### src/hw/rtl/tli_pkg.sv
`timescale 1ns / 1ps
`default_nettype none
// ----------------------------------------------------------------------------
// tli_pkg: shared types, constants and breakpoint tables
// Item types, sequencer states, register indexes and the ROM tables of the
// table linear interpolator.
// ----------------------------------------------------------------------------
package tli_pkg;

  // Table geometry. The point count is clamped to the legal range 2..64.
  localparam int TABLE_POINTS = 36;
  localparam int SLOTS        = 64;
  localparam int IDX_W        = $clog2(SLOTS);
  localparam int POINT_COUNT  = (TABLE_POINTS < 2) ? 2 :
                                (TABLE_POINTS > SLOTS) ? SLOTS : TABLE_POINTS;
  localparam logic [IDX_W-1:0] LAST_IDX = IDX_W'(POINT_COUNT - 1);

  localparam int DATA_W = 16;
  localparam logic [DATA_W-1:0] ONE_Q15 = 16'd32768;

  // Divider geometry: 32-bit dividend, one quotient bit per cycle.
  localparam int DIVIDEND_W = 2 * DATA_W;
  localparam int DIV_CNT_W  = $clog2(DIVIDEND_W + 1);

  // Configuration register indexes.
  localparam int CFG_IDX_W = 1;
  localparam logic [CFG_IDX_W-1:0] REG_GAIN_BAR_ONE = 1'b0;
  localparam logic [CFG_IDX_W-1:0] REG_GAIN_BAR_TWO = 1'b1;

  typedef struct packed {
    logic [DATA_W-1:0] photon_energy;
    logic              bar_select;
  } tli_in_t;

  typedef struct packed {
    logic [DATA_W-1:0] reflect_probability;
    logic              out_of_range;
  } tli_out_t;

  typedef enum logic [2:0] {
    ST_IDLE,
    ST_SEARCH,
    ST_MUL,
    ST_DIV_START,
    ST_DIV,
    ST_SCALE,
    ST_ROUND
  } tli_state_t;

  // Breakpoint energies, Q4.12. Slots beyond the given points read as zero.
  function automatic logic [DATA_W-1:0] bp_energy(input logic [IDX_W-1:0] idx);
    logic [DATA_W-1:0] v;
    case (idx)
      6'd0:  v = 16'd7813;   6'd1:  v = 16'd7935;   6'd2:  v = 16'd8061;
      6'd3:  v = 16'd8191;   6'd4:  v = 16'd8325;   6'd5:  v = 16'd8464;
      6'd6:  v = 16'd8607;   6'd7:  v = 16'd8756;   6'd8:  v = 16'd8909;
      6'd9:  v = 16'd9069;   6'd10: v = 16'd9233;   6'd11: v = 16'd9404;
      6'd12: v = 16'd9582;   6'd13: v = 16'd9766;   6'd14: v = 16'd9958;
      6'd15: v = 16'd10157;  6'd16: v = 16'd10364;  6'd17: v = 16'd10580;
      6'd18: v = 16'd10805;  6'd19: v = 16'd11040;  6'd20: v = 16'd11285;
      6'd21: v = 16'd11542;  6'd22: v = 16'd11810;  6'd23: v = 16'd12091;
      6'd24: v = 16'd12386;  6'd25: v = 16'd12696;  6'd26: v = 16'd13022;
      6'd27: v = 16'd13364;  6'd28: v = 16'd13725;  6'd29: v = 16'd14107;
      6'd30: v = 16'd14510;  6'd31: v = 16'd14936;  6'd32: v = 16'd15389;
      6'd33: v = 16'd15870;  6'd34: v = 16'd16382;  6'd35: v = 16'd16928;
      default: v = '0;
    endcase
    return v;
  endfunction

  // Normalized reflectivity, Q1.15. Slots beyond the given points read as zero.
  function automatic logic [DATA_W-1:0] bp_refl(input logic [IDX_W-1:0] idx);
    logic [DATA_W-1:0] v;
    case (idx)
      6'd0:  v = 16'd32768;  6'd1:  v = 16'd32768;  6'd2:  v = 16'd32768;
      6'd3:  v = 16'd32767;  6'd4:  v = 16'd32767;  6'd5:  v = 16'd32767;
      6'd6:  v = 16'd32767;  6'd7:  v = 16'd32766;  6'd8:  v = 16'd32766;
      6'd9:  v = 16'd32766;  6'd10: v = 16'd32765;  6'd11: v = 16'd32765;
      6'd12: v = 16'd32765;  6'd13: v = 16'd32764;  6'd14: v = 16'd32764;
      6'd15: v = 16'd32764;  6'd16: v = 16'd32764;  6'd17: v = 16'd32764;
      6'd18: v = 16'd32764;  6'd19: v = 16'd32764;  6'd20: v = 16'd32763;
      6'd21: v = 16'd32763;  6'd22: v = 16'd32763;  6'd23: v = 16'd32762;
      6'd24: v = 16'd32762;  6'd25: v = 16'd32761;  6'd26: v = 16'd32760;
      6'd27: v = 16'd32758;  6'd28: v = 16'd32756;  6'd29: v = 16'd32753;
      6'd30: v = 16'd32750;  6'd31: v = 16'd32746;  6'd32: v = 16'd32742;
      6'd33: v = 16'd32736;  6'd34: v = 16'd32729;  6'd35: v = 16'd32721;
      default: v = '0;
    endcase
    return v;
  endfunction

endpackage
`default_nettype wire

### src/hw/rtl/table_linear_interpolator.sv
`timescale 1ns / 1ps
`default_nettype none
// ----------------------------------------------------------------------------
// table_linear_interpolator: piecewise linear reflectivity lookup with gain
// Interpolates a reflectivity from a 36-point breakpoint ROM, scales it by a
// per-bar gain register and saturates the result at 1.0 (Q1.15).
// ----------------------------------------------------------------------------
// The block handles one item at a time and holds in_ready low while it works.
// An energy below the first breakpoint goes straight from acceptance to the
// gain multiply and rounding. Otherwise the sequencer walks the breakpoint ROM
// one compare per cycle until it finds the segment, then does the multiply,
// loads the divider, runs the serial divider (one quotient bit per cycle for a
// 32-bit dividend), and finishes with the gain multiply and rounding. An
// energy at or above the last breakpoint leaves the search and skips the
// division. The result waits in an output register, so the next item is
// accepted while an earlier result has not been taken yet.
// ----------------------------------------------------------------------------
module table_linear_interpolator import tli_pkg::*; (
  input  wire logic                 clk,
  input  wire logic                 rst_n,
  // Input items
  input  wire logic                 in_valid,
  output logic                      in_ready,
  input  wire tli_in_t              in_data,
  // Result items
  output logic                      out_valid,
  input  wire logic                 out_ready,
  output tli_out_t                  out_data,
  // Configuration writes
  input  wire logic                 cfg_valid,
  output logic                      cfg_ready,
  input  wire logic [CFG_IDX_W-1:0] cfg_index,
  input  wire logic [DATA_W-1:0]    cfg_data
);

  // Gain registers. Writes are always taken.
  logic [DATA_W-1:0] gain_one_r, gain_two_r;

  assign cfg_ready = 1'b1;

  always_ff @(posedge clk) begin
    if (!rst_n) begin
      gain_one_r <= ONE_Q15;
      gain_two_r <= ONE_Q15;
    end else if (cfg_valid && cfg_ready) begin
      case (cfg_index)
        REG_GAIN_BAR_ONE: gain_one_r <= cfg_data;
        REG_GAIN_BAR_TWO: gain_two_r <= cfg_data;
        default: ;
      endcase
    end
  end

  // Sequencer state and working registers.
  tli_state_t        state_r, state_nxt;
  logic [IDX_W-1:0]  idx_r;
  logic [DATA_W-1:0] energy_r;
  logic [DATA_W-1:0] gain_r;
  logic [DATA_W-1:0] dist_r;     // energy minus lower breakpoint
  logic [DATA_W-1:0] width_r;    // segment width
  logic [DATA_W-1:0] delta_r;    // magnitude of the reflectivity step
  logic [DATA_W-1:0] base_r;     // reflectivity at the lower breakpoint
  logic              rising_r;
  logic [DATA_W-1:0] refl_r;
  logic              flag_r;
  logic [DIVIDEND_W-1:0] prod_r;

  logic     out_valid_r;
  tli_out_t out_data_r;

  // Breakpoint reads for the search step.
  logic [DATA_W-1:0] bp_hi_e, bp_lo_e, bp_hi_r, bp_lo_r;
  logic [IDX_W-1:0]  idx_lo;
  logic              in_accept;
  logic              below_table;
  logic              seg_hit;
  logic              seg_flat;

  assign idx_lo      = idx_r - 1'b1;
  assign bp_hi_e     = bp_energy(idx_r);
  assign bp_lo_e     = bp_energy(idx_lo);
  assign bp_hi_r     = bp_refl(idx_r);
  assign bp_lo_r     = bp_refl(idx_lo);
  assign in_accept   = in_valid && in_ready;
  assign below_table = (in_data.photon_energy < bp_energy('0));
  assign seg_hit     = (energy_r < bp_hi_e);
  assign seg_flat    = (bp_hi_e <= bp_lo_e);

  // Divider for the interpolation step.
  logic                  div_start;
  logic                  div_done;
  logic [DATA_W-1:0]     div_quo;
  logic [DIVIDEND_W-1:0] div_dividend;

  // Round the step to nearest by adding half the segment width.
  assign div_dividend = prod_r + DIVIDEND_W'(width_r >> 1);

  tli_div u_div (
    .clk      (clk),
    .rst_n    (rst_n),
    .start    (div_start),
    .dividend (div_dividend),
    .divisor  (width_r),
    .done     (div_done),
    .quotient (div_quo)
  );

  // Shared multiplier: distance times step first, then reflectivity times gain.
  logic                  mul_scale;
  logic [DATA_W-1:0]     mul_a, mul_b;
  logic [DIVIDEND_W-1:0] mul_p;

  assign mul_a = mul_scale ? refl_r : dist_r;
  assign mul_b = mul_scale ? gain_r : delta_r;
  assign mul_p = mul_a * mul_b;

  // Rounding and saturation of the scaled product.
  logic [DIVIDEND_W:0]   round_sum;
  logic [DATA_W+1:0]     scaled;
  logic [DATA_W-1:0]     scaled_sat;
  logic                  out_free;

  assign round_sum  = {1'b0, prod_r} + (DIVIDEND_W+1)'(ONE_Q15 >> 1);
  assign scaled     = round_sum[DIVIDEND_W:DATA_W-1];
  assign scaled_sat = (scaled > (DATA_W+2)'(ONE_Q15)) ? ONE_Q15 : scaled[DATA_W-1:0];
  assign out_free   = !out_valid_r || out_ready;

  // Reflectivity after the division, clamped at zero on a falling segment.
  logic [DATA_W-1:0] refl_interp;

  always_comb begin
    if (rising_r) begin
      refl_interp = base_r + div_quo;
    end else if (div_quo >= base_r) begin
      refl_interp = '0;
    end else begin
      refl_interp = base_r - div_quo;
    end
  end

  // Next state.
  always_comb begin
    state_nxt = state_r;
    case (state_r)
      ST_IDLE: begin
        if (in_accept) begin
          state_nxt = below_table ? ST_SCALE : ST_SEARCH;
        end
      end
      ST_SEARCH: begin
        if (seg_hit) begin
          state_nxt = seg_flat ? ST_SCALE : ST_MUL;
        end else if (idx_r == LAST_IDX) begin
          state_nxt = ST_SCALE;
        end
      end
      ST_MUL:       state_nxt = ST_DIV_START;
      ST_DIV_START: state_nxt = ST_DIV;
      ST_DIV: begin
        if (div_done) begin
          state_nxt = ST_SCALE;
        end
      end
      ST_SCALE:     state_nxt = ST_ROUND;
      ST_ROUND: begin
        if (out_free) begin
          state_nxt = ST_IDLE;
        end
      end
      default:      state_nxt = ST_IDLE;
    endcase
  end

  // Control outputs of the sequencer.
  always_comb begin
    in_ready  = 1'b0;
    div_start = 1'b0;
    mul_scale = 1'b0;
    case (state_r)
      ST_IDLE:      in_ready  = 1'b1;
      ST_DIV_START: div_start = 1'b1;
      ST_SCALE:     mul_scale = 1'b1;
      default: ;
    endcase
  end

  always_ff @(posedge clk) begin
    if (!rst_n) begin
      state_r     <= ST_IDLE;
      out_valid_r <= 1'b0;
    end else begin
      state_r <= state_nxt;
      if (state_r == ST_ROUND && out_free) begin
        out_valid_r <= 1'b1;
      end else if (out_ready) begin
        out_valid_r <= 1'b0;
      end
    end

    case (state_r)
      ST_IDLE: begin
        if (in_accept) begin
          energy_r <= in_data.photon_energy;
          gain_r   <= in_data.bar_select ? gain_two_r : gain_one_r;
          idx_r    <= IDX_W'(1);
          refl_r   <= bp_refl('0);
          flag_r   <= below_table;
        end
      end
      ST_SEARCH: begin
        if (seg_hit) begin
          dist_r   <= energy_r - bp_lo_e;
          width_r  <= bp_hi_e - bp_lo_e;
          base_r   <= bp_lo_r;
          rising_r <= (bp_hi_r >= bp_lo_r);
          delta_r  <= (bp_hi_r >= bp_lo_r) ? bp_hi_r - bp_lo_r : bp_lo_r - bp_hi_r;
          refl_r   <= bp_lo_r;
        end else if (idx_r == LAST_IDX) begin
          refl_r <= bp_hi_r;
          flag_r <= 1'b1;
        end else begin
          idx_r <= idx_r + 1'b1;
        end
      end
      ST_MUL:   prod_r <= mul_p;
      ST_DIV: begin
        if (div_done) begin
          refl_r <= refl_interp;
        end
      end
      ST_SCALE: prod_r <= mul_p;
      ST_ROUND: begin
        if (out_free) begin
          out_data_r.reflect_probability <= scaled_sat;
          out_data_r.out_of_range        <= flag_r;
        end
      end
      default: ;
    endcase
  end

  assign out_valid = out_valid_r;
  assign out_data  = out_data_r;

  // The saturation stage never lets a result above 1.0 through.
  a_result_saturated: assert property (@(posedge clk) disable iff (!rst_n)
    out_valid |-> (out_data.reflect_probability <= ONE_Q15))
    else $error("result exceeds 1.0");

  // The divider only reports completion while the sequencer waits for it.
  a_div_done_in_div: assert property (@(posedge clk) disable iff (!rst_n)
    div_done |-> (state_r == ST_DIV))
    else $error("divider finished outside the divide state");

  // The search index stays within the populated part of the table.
  a_search_index: assert property (@(posedge clk) disable iff (!rst_n)
    (state_r == ST_SEARCH) |-> ((idx_r != '0) && (idx_r <= LAST_IDX)))
    else $error("search index out of range");

  // An accepted item always takes the block out of idle.
  a_accept_busy: assert property (@(posedge clk) disable iff (!rst_n)
    in_accept |=> (state_r != ST_IDLE))
    else $error("item accepted but sequencer stayed idle");

endmodule
`default_nettype wire

### src/hw/rtl/tli_div.sv
`timescale 1ns / 1ps
`default_nettype none
// ----------------------------------------------------------------------------
// tli_div: serial restoring divider
// Divides a 32-bit dividend by a nonzero 16-bit divisor, one quotient bit per
// cycle. Only the low 16 quotient bits are returned.
// ----------------------------------------------------------------------------
module tli_div import tli_pkg::*; (
  input  wire logic                  clk,
  input  wire logic                  rst_n,
  input  wire logic                  start,
  input  wire logic [DIVIDEND_W-1:0] dividend,
  input  wire logic [DATA_W-1:0]     divisor,
  output logic                       done,
  output logic [DATA_W-1:0]          quotient
);

  logic [DIVIDEND_W-1:0] quo_r, quo_nxt;
  logic [DATA_W-1:0]     rem_r, rem_nxt;
  logic [DATA_W-1:0]     dvs_r;
  logic [DIV_CNT_W-1:0]  cnt_r, cnt_nxt;
  logic                  done_r, done_nxt;
  logic [DATA_W:0]       trial;
  logic                  fits;

  assign trial = {rem_r, quo_r[DIVIDEND_W-1]};
  assign fits  = (trial >= {1'b0, dvs_r});

  always_comb begin
    quo_nxt  = quo_r;
    rem_nxt  = rem_r;
    cnt_nxt  = cnt_r;
    done_nxt = 1'b0;
    if (start) begin
      quo_nxt = dividend;
      rem_nxt = '0;
      cnt_nxt = DIV_CNT_W'(DIVIDEND_W);
    end else if (cnt_r != '0) begin
      rem_nxt  = fits ? DATA_W'(trial - {1'b0, dvs_r}) : trial[DATA_W-1:0];
      quo_nxt  = {quo_r[DIVIDEND_W-2:0], fits};
      cnt_nxt  = cnt_r - 1'b1;
      done_nxt = (cnt_r == DIV_CNT_W'(1));
    end
  end

  always_ff @(posedge clk) begin
    if (!rst_n) begin
      cnt_r  <= '0;
      done_r <= 1'b0;
    end else begin
      cnt_r  <= cnt_nxt;
      done_r <= done_nxt;
    end
    quo_r <= quo_nxt;
    rem_r <= rem_nxt;
    if (start) begin
      dvs_r <= divisor;
    end
  end

  assign done     = done_r;
  assign quotient = quo_r[DATA_W-1:0];

endmodule
`default_nettype wire
### config.mk
export PLATFORM = sky130hd
export DESIGN_NAME = table_linear_interpolator
export DESIGN_NICKNAME = d
export VERILOG_FILES = /design/src/hw/rtl/tli_pkg.sv /design/src/hw/rtl/table_linear_interpolator.sv /design/src/hw/rtl/tli_div.sv
export SDC_FILE = /design/constraint.sdc
export NUM_CORES = 1
export LEC_CHECK = 0
export BUFFER_PORTS_ARGS = -buffer_cell sky130_fd_sc_hd__buf_2
export CAP_MARGIN = 10
export CELL_PAD_IN_SITES_DETAIL_PLACEMENT = 1
export CELL_PAD_IN_SITES_GLOBAL_PLACEMENT = 1
export CORE_MARGIN = 8
export CORE_UTILIZATION = 30
export CTS_BUF_LIST = sky130_fd_sc_hd__clkbuf_16
export DETAILED_ROUTE_END_ITERATION = 7
export GPL_ROUTABILITY_DRIVEN = 0
export PLACE_DENSITY_LB_ADDON = 0.1
export REMOVE_ABC_BUFFERS = 1
export SYNTH_ARGS = -nofsm -noshare
export SYNTH_HDL_FRONTEND = slang
export SYNTH_SLANG_ARGS = --single-unit
### constraint.sdc
create_clock -name clk -period 8.8 [get_ports clk]
set_input_delay 0 -clock clk [delete_from_list [all_inputs] [get_ports clk]]
set_output_delay 0 -clock clk [all_outputs]
set_load 0.02 [all_outputs]
# After elaboration in Yosys (flattened, before gate mapping)
# Memory sizes are Yosys's and may differ from the RTL's. A register that Yosys moved wholly into a read port is not among the register bits.
# Cells that the tools add are included.
[totals] romBits=3968 mem_count=4 regBits=276
[memory_table] memory="(name not given)" depth=64 word_bits=16 read_ports=1 rd_ports_with_merged_regs=0 write_ports=0 line="tli_pkg.sv:74" source="case (idx)"
[memory_table] memory="(name not given)" depth=64 word_bits=16 read_ports=1 rd_ports_with_merged_regs=1 write_ports=0 line="tli_pkg.sv:74"
[memory_table] memory="(name not given)" depth=64 word_bits=15 read_ports=1 rd_ports_with_merged_regs=0 write_ports=0 line="tli_pkg.sv:53" source="case (idx)"
[memory_table] memory="(name not given)" depth=64 word_bits=15 read_ports=1 rd_ports_with_merged_regs=1 write_ports=0 line="tli_pkg.sv:53"
[op_classes] mul=1 order_cmp=7 addsub=12 n_reduce_logical=22 n_mux=39 eq_ne=15 bitwise=3
[ops] cell="2-to-1 mux 16 bit" n=11
[ops] cell="subtractor 16 bit" n=6
[ops] cell="2-to-1 mux 32 bit" n=2
[ops] cell="case mux 16 bit (3 select lines)" n=1
[ops] cell="2-to-1 mux 6 bit" n=7
[ops] cell="adder 32 x 15 -> 33 bit (second input constant)" n=1
[ops] cell="adder 32 x 15 -> 32 bit" n=1
[ops] cell="greater-or-equal comparator 16 bit" n=2
[ops] cell="multiplier 16 x 16 -> 32 bit" n=1
[ops] cell="2-to-1 mux 3 bit" n=7
[ops] cell="case mux 3 bit (7 select lines)" n=1
[ops] cell="> comparator 18 x 16 -> 1 bit (second input constant)" n=1
[ops] cell="greater-or-equal comparator 17 x 16 -> 1 bit" n=1
[ops] cell="adder 16 bit" n=1
[ops] cell="<= comparator 16 bit" n=1
[ops] cell="less-than comparator 16 x 13 -> 1 bit (second input constant)" n=1
[ops] cell="less-than comparator 16 bit" n=1
[ops] cell="AND reduction 4 bit" n=4
[ops] cell="case mux 6 bit (2 select lines)" n=1
[ops] cell="subtractor 6 x 1 -> 6 bit (second input constant)" n=2
[ops] cell="!= test 2 bit (second input constant)" n=5
[ops] cell="AND reduction 2 bit" n=5
[ops] cell="== test 3 bit (second input constant)" n=3
[ops] cell="2-to-1 mux 1 bit" n=8
[ops] cell="other kinds (18)" n=25

# Logic depth before layout (Yosys ltp)
[depth] ltp_word=6 ltp_mapped=28

# Hierarchy
# Synthesis repeated with hierarchy kept, for this count alone.
[hier_totals] cells_unflattened=2971 area_unflattened_um2=27532.7
[modules_own_cells] mod="table_linear_interpolator" seq_area_each_um2=6015.8 area_per_inst_um2=23540.1 cells_per_inst=2612 instances=1
[modules_own_cells] mod="tli_div" seq_area_each_um2=1901.8 area_per_inst_um2=3992.6 cells_per_inst=359 instances=1

# Worst setup path after synthesis
# No wires, ideal clock.
[synth_timing] path_kind="reg-to-reg" startpoint="register state_r[0]" endpoint="register prod_r[31] (data pin)" setup_slack_ns=1.514 arrival_ns=7.014 n_path_buf=2 stages_incl_launch_ff=27 period_less_slack_ns=7.286 cell_sequence="dfxtp_1 > inv_1 > nor2_1 > nand2_1 > clkbuf_1 > buf_1 > mux2i_1 > nor2_1 > fa_1 > inv_1 > fa_1 > fa_1 > inv_1 > fa_1 > fa_1 > inv_1 > fa_1 > inv_1 > ha_1 > and3_1 > o2111ai_1 > a2111oi_0 > a211oi_1 > o21ai_0 > a31oi_2 > nor3_1 > a211oi_1"
[synth_via] elab_chain_cells=4
[synth_lines] item="from (decl)" line="table_linear_interpolator.sv:55" source="tli_state_t state_r, state_nxt;"
[synth_lines] item="from (signal assigned)" line="table_linear_interpolator.sv:192" source="state_r <= state_nxt;"
[synth_lines] item="== test 3 bit *" line="table_linear_interpolator.sv:179" source="case (state_r)"
[synth_lines] item="2-to-1 mux 1 bit *" line="table_linear_interpolator.sv:179"
[synth_lines] item="2-to-1 mux 16 bit (on tied branches)" line="table_linear_interpolator.sv:113, table_linear_interpolator.sv:114"
[synth_lines] item="multiplier 16 x 16 -> 32 bit *" line="table_linear_interpolator.sv:115" source="assign mul_p = mul_a * mul_b;"
[synth_lines] item="via mul_p[31]" line="table_linear_interpolator.sv:111" source="logic [DIVIDEND_W-1:0] mul_p;"
[synth_lines] item="to (signal assigned)" line="table_linear_interpolator.sv:225" source="ST_MUL: prod_r <= mul_p;"
[synth_lines] item="to (signal assigned)" line="table_linear_interpolator.sv:231" source="ST_SCALE: prod_r <= mul_p;"
[synth_lines] item="to (decl)" line="table_linear_interpolator.sv:66" source="logic [DIVIDEND_W-1:0] prod_r;"
# The timed path passes the listed nets; every way through them passes the cells marked *.
# A chain may end at the register's enable or synchronous reset.

# Worst setup path in the final report
[layout_timing] startpoint="register state_r[1]" endpoint="register prod_r[29] (data pin)"
# Same word-level chain as after synthesis.

==> impl.org <==
** Die
- Rows :: 110
- I/O pin count :: 59
- From left edge to right edge, the die measures 318 µm.
- Initial standard-cell utilization of the core :: 0.303
- CORE AREA :: 90,100 µm²
- In this run the vertical extent of the chip is 318 µm.
- The floorplan step defined a die boundary enclosing 101,000 µm².

** Min path
- In this run the worst hold path is classified as input pin to register.

** Worst setup path
- Data on the critical path arrives at its endpoint at 8.59 ns.
- Setup slack, reg-to-reg :: 0.57 ns
- Critical path peak fanout :: 20
- STA classifies the critical path endpoint as a register.
- At the worst endpoint, the required time is 9.17 ns.
- Setup Crit Path Kind :: register to register
- Launching element type of the critical path :: register

** GRT
- Pin count of the biggest net entering global routing :: 79
- The via count of the first global-routing pass came to 23,800.
- First-pass GRT wire length :: 144,000 µm
- Total overflow reported by the global router :: 0
- Initial antenna violation count :: 1
- Across every metal layer, demand over resource in global routing totals 0.180.

** Route
- Residual DRC :: 0
- Dividing the detail-routed wire length by the instance count gives 21.8 µm.
- Count of antenna-violating nets left after detailed routing :: 0
- Detailed router's first-iteration violation count :: 1,020
- The final layout contains routed wiring with a total length of 92,800 µm.
- The routed layout has 21,800 vias.
- 1st-pass router iterations :: 5
- Using the TritonRoute via totals, the vias-per-cell ratio works out to 5.13.

** Synth
- Synthesis warning total :: 0
- Synth Area per Inst :: 9.16 µm²
- Yosys instantiated no cell more often than nand2_1.
- Register bit count reported by yosys :: 291
- By area the synthesized netlist is led by edfxtp_1, fa_1, ha_1.
- Synthesis produced 2,981 cells.
- The biggest area contributor in the post-synthesis netlist is edfxtp_1.
- Post-Synthesis Cell Area :: 27,300 µm²
- For this run, asynchronously set or reset flops after synthesis account for 0.
- Portion of synthesized cell area occupied by the leading cell type :: 0.230
- For this run, the register share of the synthesized area comes to 0.290.
- Most common library cells after synthesis :: nand2_1, inv_1, nor2_1, ha_1, edfxtp_1
- Number of synthesized flops with an enable pin :: 209
- For this run, the leading register cell type out of synthesis is edfxtp_1.
- Number of different library cells in the post-synthesis netlist :: 92

** Timing
- The final number of max-transition violations was 0.
- After routing, the total negative slack on setup checks comes to 0 ns.
- Unrepaired setup endpoints after global routing :: no
- Headroom to the max-slew limit came out at 0.292.
- Min Tclk post-route :: 8.23 ns
- Maximum achievable frequency :: 122 MHz
- Actual transition at the worst max-transition pin :: 1.03 ns
- Clock skew :: 0.0197 ns
- Setup violations remaining at the end of the flow were counted as 0.
- The final-report hold violation count came to 0.
- In the finished design, the share of the clock period the worst path needs comes to 0.935.

** Clock network
- Longest Clk Path Bufs :: 3
- Clock edge transition at the registers on the reported setup and hold paths :: 0.07 ns
- The later pin in the worst-skew pair is clocked with a latency of 0.59 ns.
- Post-CTS timing repair inserted 0 buffers for setup.
- Clk sink count :: 291
- Post-CTS repair changed the size of 0 cells.
- The tree is rooted in a clkbuf_16.
- Counting the buffers created by CTS gives 40.
- Clock tree from TritonCTS :: done
- H-tree levels :: 2

** Finish
- The layout has 10,400 filler cells.
- In the final design database the tool counted 3,541 nets.
- In the final layout, the share of cells above drive strength 1 is 0.0876.
- The area growth from synthesis to layout is 12.6%.

** Run status
- Status :: finished clean

** Flow run
- Maxcap violations :: 0

** Place
- Buffers placed on the I/O ports in this run total 57.
- Placed wire-length estimate after detailed placement :: 74,700 µm
==> registers in the layout, summed over array words and instances, names as in the netlist, 3 cells and up <==
signal,cells
prod_r,32
u_div.quo_r,32
out_data,17
delta_r,16
dist_r,16
energy_r,16
gain_one_r,16
gain_r,16
gain_two_r,16
refl_r,16
u_div.dvs_r,16
u_div.rem_r,16
width_r,16
bp_hi_e,15
base_r,8
bp_hi_r,8
idx_r,6
u_div.cnt_r,6
state_r,3
==> final timing paths <==
| path | start | to | cells past startpoint |
|---|---|---|---|
| worst max register to register | state_r[1] | prod_r[29] | 24 |
| worst min register to register | width_r[0] | u_div.dvs_r[0] | 0 |
| worst min-delay path | rst_n | out_valid | 2 |
| worst max-delay path | state_r[1] | prod_r[29] | 24 |
==> final cells by class <==
| class | instances | area, µm² | share of cell area |
|---|---|---|---|
| sequential | 291 | 7920 | 0.257 |
| multi-input combinational | 2221 | 17600 | 0.573 |
| timing repair buffer | 151 | 1090 | 0.0353 |
| tap | 1176 | 1470 | 0.0478 |
| antenna | 1 | 2.50 | 0.0000813 |
| clock inverter | 32 | 315 | 0.0102 |
| inverter | 346 | 1300 | 0.0422 |
| clock buffer | 42 | 1050 | 0.0342 |
==> placed cells by master, fill, tap and decap left out, types with 17 or more instances in the layout <==
cell type	count
a211oi_1	22
clkbuf_16	42
o21ai_0	155
ha_1	244
a21boi_0	39
xor2_1	36
a21oi_1	149
nand2b_1	21
nor3_1	63
nor2_1	280
dlygate4sd3_1	38
fa_1	207
nand3_1	51
dfxtp_1	82
nand4_1	17
a21o_1	32
nand2_1	357
and3_1	21
inv_1	348
buf_2	57
buf_4	56
a31oi_1	23
mux2_2	52
xnor2_1	101
mux2i_1	61
edfxtp_1	209
o21a_1	20
nor2b_1	23
==> critical path, cell delays in order, from the launching register on <==
cell,delay [ns]
dfxtp_1,0.65
nor2_1,0.14
nand2_2,0.44
buf_4,0.40
mux2i_1,0.24
buf_4,0.28
nor2_1,0.11
fa_1,0.52
inv_1,0.06
fa_1,0.47
fa_1,0.52
inv_1,0.05
fa_1,0.51
fa_1,0.50
inv_1,0.05
fa_1,0.47
inv_1,0.04
ha_1,0.38
and3_1,0.20
o2111ai_1,0.19
a2111oi_0,0.62
a211oi_1,0.15
o21ai_0,0.39
a31oi_2,0.21
o311ai_0,0.41
==> timing repair <==
action,in CTS,in global routing
hold buffers,38,0
hold endpoints to repair,53,0
endpoints found under the setup margin,0,0
==> routing by layer <==
| metal | part of all wire | up-vias | wire length, µm | track usage |
|---|---|---|---|---|
| met3 | 0.029 | 114 | 2690 | 0.0185 |
| met4 | 0.026 | 2 | 2400 | 0.0487 |
| li1 | - | 10300 | - | - |
| met5 | 0.00014 | - | 13 | 0 |
| met1 | 0.45 | 11000 | 42200 | 0.232 |
| met2 | 0.49 | 347 | 45400 | 0.319 |
==> cells by family after synthesis <==
kind of cell,count (synthesis),share of synthesized area
other,1,0.000137
flip-flops,291,0.290
adder cells (fa/ha/maj),451,0.263
XOR/XNOR,137,0.0439
multiplexers,114,0.0446
AO/OA/AOI/OAI,602,0.143
buffers and inverters,469,0.0667
AND/OR/NAND/NOR,916,0.148
==> per-stage QoR <==
stage / worst slack [ns] / cell area, µm² / std cells / hold slack (ns) / util
2_1_floorplan: 0.233 / 26800 / 2858 / 0.0718 / -
3_3_place_gp: 0.908 / 29000 / 4147 / 0.199 / 0.322
3_5_place_dp: 0.623 / 29000 / 4147 / 0.201 / 0.322
4_1_cts: 0.584 / 30800 / 4259 / 0.0163 / 0.341
5_1_grt: 0.0737 / 30800 / 4259 / 0.0413 / 0.341
6_report: 0.572 / 30800 / 4260 / 0.0353 / 0.341
Power is left out: the tool's default activity adds up to more than one toggle a clock period on the data nets, which glitch-free logic cannot reach.
